### config.mk
export PLATFORM = sky130hd
export DESIGN_NAME = rapm_ctrl
export DESIGN_NICKNAME = d
export VERILOG_FILES = /design/src/sv/rapm_pkg.sv /design/src/sv/rapm_ctrl.sv
export SDC_FILE = /design/constraint.sdc
export NUM_CORES = 1
export LEC_CHECK = 0
export ABC_CLOCK_PERIOD_IN_PS = 4300
export BUFFER_PORTS_ARGS = -buffer_cell sky130_fd_sc_hd__buf_2
export CAP_MARGIN = 40
export CELL_PAD_IN_SITES_DETAIL_PLACEMENT = 1
export CELL_PAD_IN_SITES_GLOBAL_PLACEMENT = 1
export CORE_UTILIZATION = 40
export CTS_CLUSTER_SIZE = 30
export DETAILED_ROUTE_END_ITERATION = 7
export GPL_TIMING_DRIVEN = 0
export PLACE_DENSITY_LB_ADDON = 0.1
export SYNTH_ARGS = -nofsm -noshare
export SYNTH_HDL_FRONTEND = slang
export SYNTH_SLANG_ARGS = --single-unit
### constraint.sdc
create_clock -name clk -period 4.3 [get_ports clk]
set_input_delay 0.43 -clock clk [delete_from_list [all_inputs] [get_ports clk]]
set_output_delay 0.43 -clock clk [all_outputs]
set_load 0.02 [all_outputs]
### src/sv/rapm_pkg.sv
package rapm_pkg;

    localparam int WINDOW_DEPTH = 600;
    localparam int PWM_BITS     = 10;

    localparam int SAMPLE_W = 24;
    localparam int BOUND_W  = 32;
    localparam int CFG_W    = 16;
    localparam int CFG_IDX_W = 1;
    localparam int IDX_W    = $clog2(WINDOW_DEPTH);
    localparam int CNT_W    = $clog2(WINDOW_DEPTH + 1);
    localparam int KEY_W    = SAMPLE_W + 1;
    localparam int BIT_W    = $clog2(KEY_W);
    localparam int MAD_W    = KEY_W + 1;
    localparam int THR_W    = CFG_W + MAD_W;
    localparam int ACC_W    = CFG_W + 1 + BOUND_W;
    localparam int NUM_W    = BOUND_W + PWM_BITS + 1;
    localparam int DEN_W    = BOUND_W + 1;
    localparam int QI_W     = (PWM_BITS > 1) ? $clog2(PWM_BITS) : 1;

    localparam logic [PWM_BITS-1:0]  PWM_FULL    = {PWM_BITS{1'b1}};
    localparam logic [BOUND_W-1:0]   ONE_LUX     = 32'd4096;
    localparam logic [BOUND_W-1:0]   HIGH_RESET  = 32'd4096000;
    localparam logic [CFG_W-1:0]     ALPHA_RESET = 16'd3277;
    localparam logic [CFG_W-1:0]     SCALE_RESET = 16'd18218;

    localparam logic [CFG_IDX_W-1:0] REG_ALPHA = 1'd0;
    localparam logic [CFG_IDX_W-1:0] REG_SCALE = 1'd1;

    localparam int OP_W = 4;
    localparam logic [OP_W-1:0] OP_NOP        = 4'd0;
    localparam logic [OP_W-1:0] OP_LOAD       = 4'd1;
    localparam logic [OP_W-1:0] OP_WRITE      = 4'd2;
    localparam logic [OP_W-1:0] OP_SEL_INIT   = 4'd3;
    localparam logic [OP_W-1:0] OP_SCAN_START = 4'd4;
    localparam logic [OP_W-1:0] OP_SCAN       = 4'd5;
    localparam logic [OP_W-1:0] OP_SEL_BIT    = 4'd6;
    localparam logic [OP_W-1:0] OP_SAVE_A     = 4'd7;
    localparam logic [OP_W-1:0] OP_CENTER     = 4'd8;
    localparam logic [OP_W-1:0] OP_THR        = 4'd9;
    localparam logic [OP_W-1:0] OP_BL_MUL     = 4'd10;
    localparam logic [OP_W-1:0] OP_BL_ADD     = 4'd11;
    localparam logic [OP_W-1:0] OP_FIX        = 4'd12;
    localparam logic [OP_W-1:0] OP_MAP        = 4'd13;
    localparam logic [OP_W-1:0] OP_DIV        = 4'd14;
    localparam logic [OP_W-1:0] OP_OUT        = 4'd15;

    typedef struct packed {
        logic [SAMPLE_W-1:0] sample;
        logic                led_enable;
    } in_t;

    typedef struct packed {
        logic [PWM_BITS-1:0] pwm_level;
        logic [SAMPLE_W-1:0] low_bound;
        logic [SAMPLE_W-1:0] high_bound;
    } out_t;

    typedef struct packed {
        logic [OP_W-1:0] op;
        logic            dev;
        logic            lo;
        logic            inlier;
        logic            hi;
    } cmd_t;

    typedef struct packed {
        logic scan_done;
        logic bit_zero;
        logic cnt_odd;
        logic div_last;
        logic out_busy;
    } status_t;

endpackage

### src/sv/rapm_ctrl.sv
module rapm_ctrl (
    input  logic             clk,
    input  logic             rst_n,
    input  logic             in_valid,
    output logic             in_stall,
    input  rapm_pkg::status_t status,
    output rapm_pkg::cmd_t   cmd
);
    import rapm_pkg::*;

    localparam logic [4:0] S_IDLE   = 5'd0;
    localparam logic [4:0] S_WRITE  = 5'd1;
    localparam logic [4:0] S_SINIT  = 5'd2;
    localparam logic [4:0] S_SSTART = 5'd3;
    localparam logic [4:0] S_SCAN   = 5'd4;
    localparam logic [4:0] S_SBIT   = 5'd5;
    localparam logic [4:0] S_SAVE   = 5'd6;
    localparam logic [4:0] S_CENTER = 5'd7;
    localparam logic [4:0] S_THR    = 5'd8;
    localparam logic [4:0] S_ISTART = 5'd9;
    localparam logic [4:0] S_ISCAN  = 5'd10;
    localparam logic [4:0] S_BLM_L  = 5'd11;
    localparam logic [4:0] S_BLA_L  = 5'd12;
    localparam logic [4:0] S_BLM_H  = 5'd13;
    localparam logic [4:0] S_BLA_H  = 5'd14;
    localparam logic [4:0] S_FIX    = 5'd15;
    localparam logic [4:0] S_MAP    = 5'd16;
    localparam logic [4:0] S_DIV    = 5'd17;
    localparam logic [4:0] S_OUT    = 5'd18;

    logic [4:0] state_reg, state_next;
    logic       dev_reg, dev_next;
    logic       lo_reg, lo_next;

    always_comb
    begin
        state_next = state_reg;
        dev_next   = dev_reg;
        lo_next    = lo_reg;
        cmd.op     = OP_NOP;
        cmd.dev    = dev_reg;
        cmd.lo     = lo_reg;
        cmd.inlier = 1'b0;
        cmd.hi     = 1'b0;
        in_stall   = (state_reg != S_IDLE);
        case (state_reg)
            S_IDLE:
            begin
                if (in_valid)
                begin
                    cmd.op     = OP_LOAD;
                    state_next = S_WRITE;
                end
            end
            S_WRITE:
            begin
                cmd.op     = OP_WRITE;
                dev_next   = 1'b0;
                lo_next    = 1'b0;
                state_next = S_SINIT;
            end
            S_SINIT:
            begin
                cmd.op     = OP_SEL_INIT;
                state_next = S_SSTART;
            end
            S_SSTART:
            begin
                cmd.op     = OP_SCAN_START;
                state_next = S_SCAN;
            end
            S_SCAN:
            begin
                cmd.op = OP_SCAN;
                if (status.scan_done)
                begin
                    state_next = S_SBIT;
                end
            end
            S_SBIT:
            begin
                cmd.op     = OP_SEL_BIT;
                state_next = status.bit_zero ? S_SAVE : S_SSTART;
            end
            S_SAVE:
            begin
                if (lo_reg)
                begin
                    state_next = S_CENTER;
                end
                else
                begin
                    cmd.op = OP_SAVE_A;
                    if (status.cnt_odd)
                    begin
                        state_next = S_CENTER;
                    end
                    else
                    begin
                        lo_next    = 1'b1;
                        state_next = S_SINIT;
                    end
                end
            end
            S_CENTER:
            begin
                cmd.op = OP_CENTER;
                if (dev_reg)
                begin
                    state_next = S_THR;
                end
                else
                begin
                    dev_next   = 1'b1;
                    lo_next    = 1'b0;
                    state_next = S_SINIT;
                end
            end
            S_THR:
            begin
                cmd.op     = OP_THR;
                state_next = S_ISTART;
            end
            S_ISTART:
            begin
                cmd.op     = OP_SCAN_START;
                state_next = S_ISCAN;
            end
            S_ISCAN:
            begin
                cmd.op     = OP_SCAN;
                cmd.inlier = 1'b1;
                if (status.scan_done)
                begin
                    state_next = S_BLM_L;
                end
            end
            S_BLM_L:
            begin
                cmd.op     = OP_BL_MUL;
                state_next = S_BLA_L;
            end
            S_BLA_L:
            begin
                cmd.op     = OP_BL_ADD;
                state_next = S_BLM_H;
            end
            S_BLM_H:
            begin
                cmd.op     = OP_BL_MUL;
                cmd.hi     = 1'b1;
                state_next = S_BLA_H;
            end
            S_BLA_H:
            begin
                cmd.op     = OP_BL_ADD;
                cmd.hi     = 1'b1;
                state_next = S_FIX;
            end
            S_FIX:
            begin
                cmd.op     = OP_FIX;
                state_next = S_MAP;
            end
            S_MAP:
            begin
                cmd.op     = OP_MAP;
                state_next = S_DIV;
            end
            S_DIV:
            begin
                cmd.op = OP_DIV;
                if (status.div_last)
                begin
                    state_next = S_OUT;
                end
            end
            S_OUT:
            begin
                if (!status.out_busy)
                begin
                    cmd.op     = OP_OUT;
                    state_next = S_IDLE;
                end
            end
            default:
            begin
                state_next = S_IDLE;
            end
        endcase
    end

    always_ff @(posedge clk or negedge rst_n)
    begin
        if (!rst_n)
        begin
            state_reg <= S_IDLE;
            dev_reg   <= 1'b0;
            lo_reg    <= 1'b0;
        end
        else
        begin
            state_reg <= state_next;
            dev_reg   <= dev_next;
            lo_reg    <= lo_next;
        end
    end

endmodule

Word level (Yosys, flattened, before mapping). Cells that the tools add are included.

Bits in registers: 7. Input port bits: 8. Output and inout bits: 9. Word-level logic and storage cells: 59.

Equal/unequal tests: 24. Mux-type cells: 21. Reduce and logical (&&, ||, !) cells: 11.

Operators with widths (number): $pmux W5 S19 (1); $pmux W4 S15 (1); $eq A5 B4 Y1 const B (8); $mux W5 (5); $eq A5 B3 Y1 const B (4); $eq A5 B5 Y1 const B (3); $mux W3 (4); $ne A2 B2 Y1 const B (6); $eq A5 B2 Y1 const B (2); $reduce_or A2 Y1 (5); $mux W4 (2); $mux W1 (6); $eq A5 B1 Y1 const B (1); $logic_not A5 Y1 (1); $reduce_and A5 Y1 (1); $reduce_bool A5 Y1 (1); $pmux W1 S3 (1); $reduce_bool A3 Y1 (1); $pmux W1 S2 (1); $reduce_and A2 Y1 (1); $reduce_bool A2 Y1 (1).

Longest topological paths before layout.
Depth in word-level cells: 3. Gate-level depth with buffers: 6. Gate-level depth less buffers: 4.

Least setup slack after synthesis. OpenSTA, ideal clock, no wires.

Kind: reg2out. Start: register state_reg[2]. End: output cmd[6] (netlist bit). Data arrival time: 1506 ps. Data required time: 3870 ps. Slack: 2364 ps. Cell stages (with the launch flop): 6. Buffers on the path: 1. Cells stage by stage: dfrtp_1 > buf_4 > or3b_1 > a21oi_2 > a21oi_1 > o22ai_1.

RTL lines: from (decl) (line rapm_ctrl.sv:31) `logic [4:0] state_reg, state_next;`; from (signal assigned) (line rapm_ctrl.sv:203) `state_reg <= state_next;`; to (decl) (line rapm_ctrl.sv:7) `output rapm_pkg::cmd_t cmd`.

==> impl_metrics.ini <==
[yosys]
syn_area_per_cell_sq_um = 7.25
ys_seq_area_share_pct = 22.8
synthCells = 106
synth.largest_area_cell = dfrtp_1
synth-edff-count = 0
syn_nets = 114
syn-cell-area_sq_um = 768
synth_top_cell_area_share_pct = 22.8
synth_area_leaders = dfrtp_1 23%, a21oi_1 6.5%, o21ai_0 6.5%, buf_4 5.9%, nand2_1 4.9%
synth_common_cells = 10 x a21oi_1, 10 x nand2_1, 10 x o21ai_0
synthDistinctLibCells = 35
ys_ff_latch = 7
synthArstFlopShare_pct = 100
ys.flop_type = dfrtp_1
ys_warn_count = 0

[clock_tree]
clkTransAtPathRegs_ns = 0.06
clock_path_buffers = 2
htreeDepth = 1
clk_latency_ns = 0.27
cts_sinks = 7
postCtsHoldBufs = 1
cts_tree = done
cts_buffers = 3
cts_resized = 0
post-cts-setup-buffers = 0
root_buffer = clkbuf_4

[drt]
firstDrtPassIters = 4
drc = 0
first_iter_violations = 13
finalWirelength_mm = 2.69
vias = 911
post_drt_wl_per_cell_um = 17.7
ant_nets = 0
vias_per_cell = 5.99

[die]
io_pins = 17
fp.dieArea_sq_um = 2100
core_sq_um = 1760
start_util_pct = 43.5
dieWidth_um = 45.8
core.rowCount = 15
die-height_um = 45.8

[global_route]
grt_pass1_vias = 873
grt_overflow = 0
antenna_found_initial = 0
grt_use_total_pct = 29.6
grt_pass1_wl_mm = 4.26
grt_max_degree = 11

[layout]
nets = 136
largest_reg_flops = 5
fin_util_pct = 51.9
fill_cells = 253
diodes = 0
final_layout_size_suffix_gt1_share_pct = 26.8
area_delta_synth_final_pct = 19.2

[timing]
setup_slack_ns = 1.98
fin_tns_setup_ns = 0
slew_headroom_pct = 65.5
rsz0062_at_grt = no
setup_violations = 0
skew_ns = 0.0138
hold_violations = 0
worst_hold_slack_ns = 0.450
drv_slew = 0
post-route-period-util_pct = 54.0
max_freq_mhz = 430
finalCriticalPeriod_ns = 2.32
worst_slew_pin_slew_ns = 0.517

[power]
seqPwrFrac_pct = 16.9
ir_drop_mv = 0.391
power.share.clock_pct = 8.7
p_total_mw = 0.749
internal_power_mw = 0.349
p_leak_nw = 0.398
netSwitchingPower_mw = 0.400
comb_power_share_pct = 74.3
switching_share_pct = 53.4
power_density_nw_per_um2 = 818

[worst_hold_path]
hold_path.class = in2reg
hold_start = status[1]

[placement]
globalplace.congestion = 0.849
pre_cts_ws_ns = 2.29
hpwlAfterDp_mm = 1.88
numPortBuffers = 16

[worst_setup_path]
end_kind = output pin
rr_startpoint = state_reg[1]
reg2reg_slack_ns = 2.56
cpPeakStageDelay_ns = 0.44
critical_path_required_ns = 3.87
worst-path-max-fanout = 10
cp.arrival_ns = 1.89
worstPathCellList = buf_4, or3b_1, a21oi_2, a21oi_1, o22ai_1, buf_2
crit_start = state_reg[2]
criticalPathCategory = reg2out
cp-start-kind = register
cp_slowest_cell = dfrtp_1

[job]
cap_viol_max_count = 0

[run_status]
status = completed
-- per-stage QoR --
step                area, sq um  instances
detailed placement          880        147
finish                      916        152
CTS                         916        152
global placement            880        147
global route                916        152
floorplan                   768        106
-- cell type report --
type,instances,area [sq um],share of cell area [%]
clock buffers,4,26.3,2.87
inverters,2,7.51,0.820
repair buffers,17,90.1,9.84
plain buffers,12,73.8,8.06
flip-flops and latches,7,175,19.1
well taps,25,31.3,3.42
multi-input cells,85,512,55.9
-- critical path, delay by kind of cell (launching register included) --
family / cells / cell delay, ns
AOI/OAI and AO/OA: 3 / 0.41
DFF: 1 / 0.44
buffers and inverters: 2 / 0.37
and+or+nand+nor: 1 / 0.39
-- worst paths after layout --
| kind | cells after the start | end |
|---|---|---|
| min | 4 | state_reg[0] |
| max in group asynchronous | 2 | state_reg[3] |
| max reg2reg | 4 | state_reg[1] |
| max | 6 | cmd[6] |
| min in group asynchronous | 2 | state_reg[2] |
| min reg2reg | 2 | dev_reg |
-- logic make-up after synthesis --
family / after synthesis / share of synthesized area (%)
DFF: 7 / 22.8
muxes: 1 / 1.47
buffers and inverters: 14 / 10.6
and+or+nand+nor: 49 / 36.0
AOI/OAI and AO/OA: 34 / 28.0
xor gates and xnor gates: 1 / 1.14
-- power by group through the flow --
stage | Sequential, mW | Clock, mW | Combinational, mW
global placement | 0.124 | 0 | 0.525
finish | 0.127 | 0.0655 | 0.557
global route | 0.130 | 0.0705 | 0.604
floorplan | 0.113 | 0 | 0.407
CTS | 0.126 | 0.0633 | 0.549
detailed placement | 0.127 | 0 | 0.543
-- layout by cell type, fill, tap and decap left out, types with 3 or more instances in the layout --
cell type,synthesis,layout
a21oi_1,10,10
a2bb2oi_1,3,3
buf_2,5,21
buf_4,6,6
clkbuf_4,0,3
dfrtp_1,7,7
nand2_1,10,10
nor2_1,9,9
nor2b_1,4,4
nor3_1,4,4
nor3b_1,5,5
nor4_1,5,5
o21ai_0,10,10
-- routing by layer --
| layer | global-route usage, % | vias to the layer above | share of wire [%] |
|---|---|---|---|
| met2 | 49.4 | 25 | 50 |
| met1 | 37.9 | 449 | 43 |
| met5 | 0 | - | 0 |
| met3 | 5.56 | 6 | 4.9 |
| li1 | - | 431 | - |
| met4 | 10.0 | 0 | 1.9 |
(Power assumes the default switching activity.)
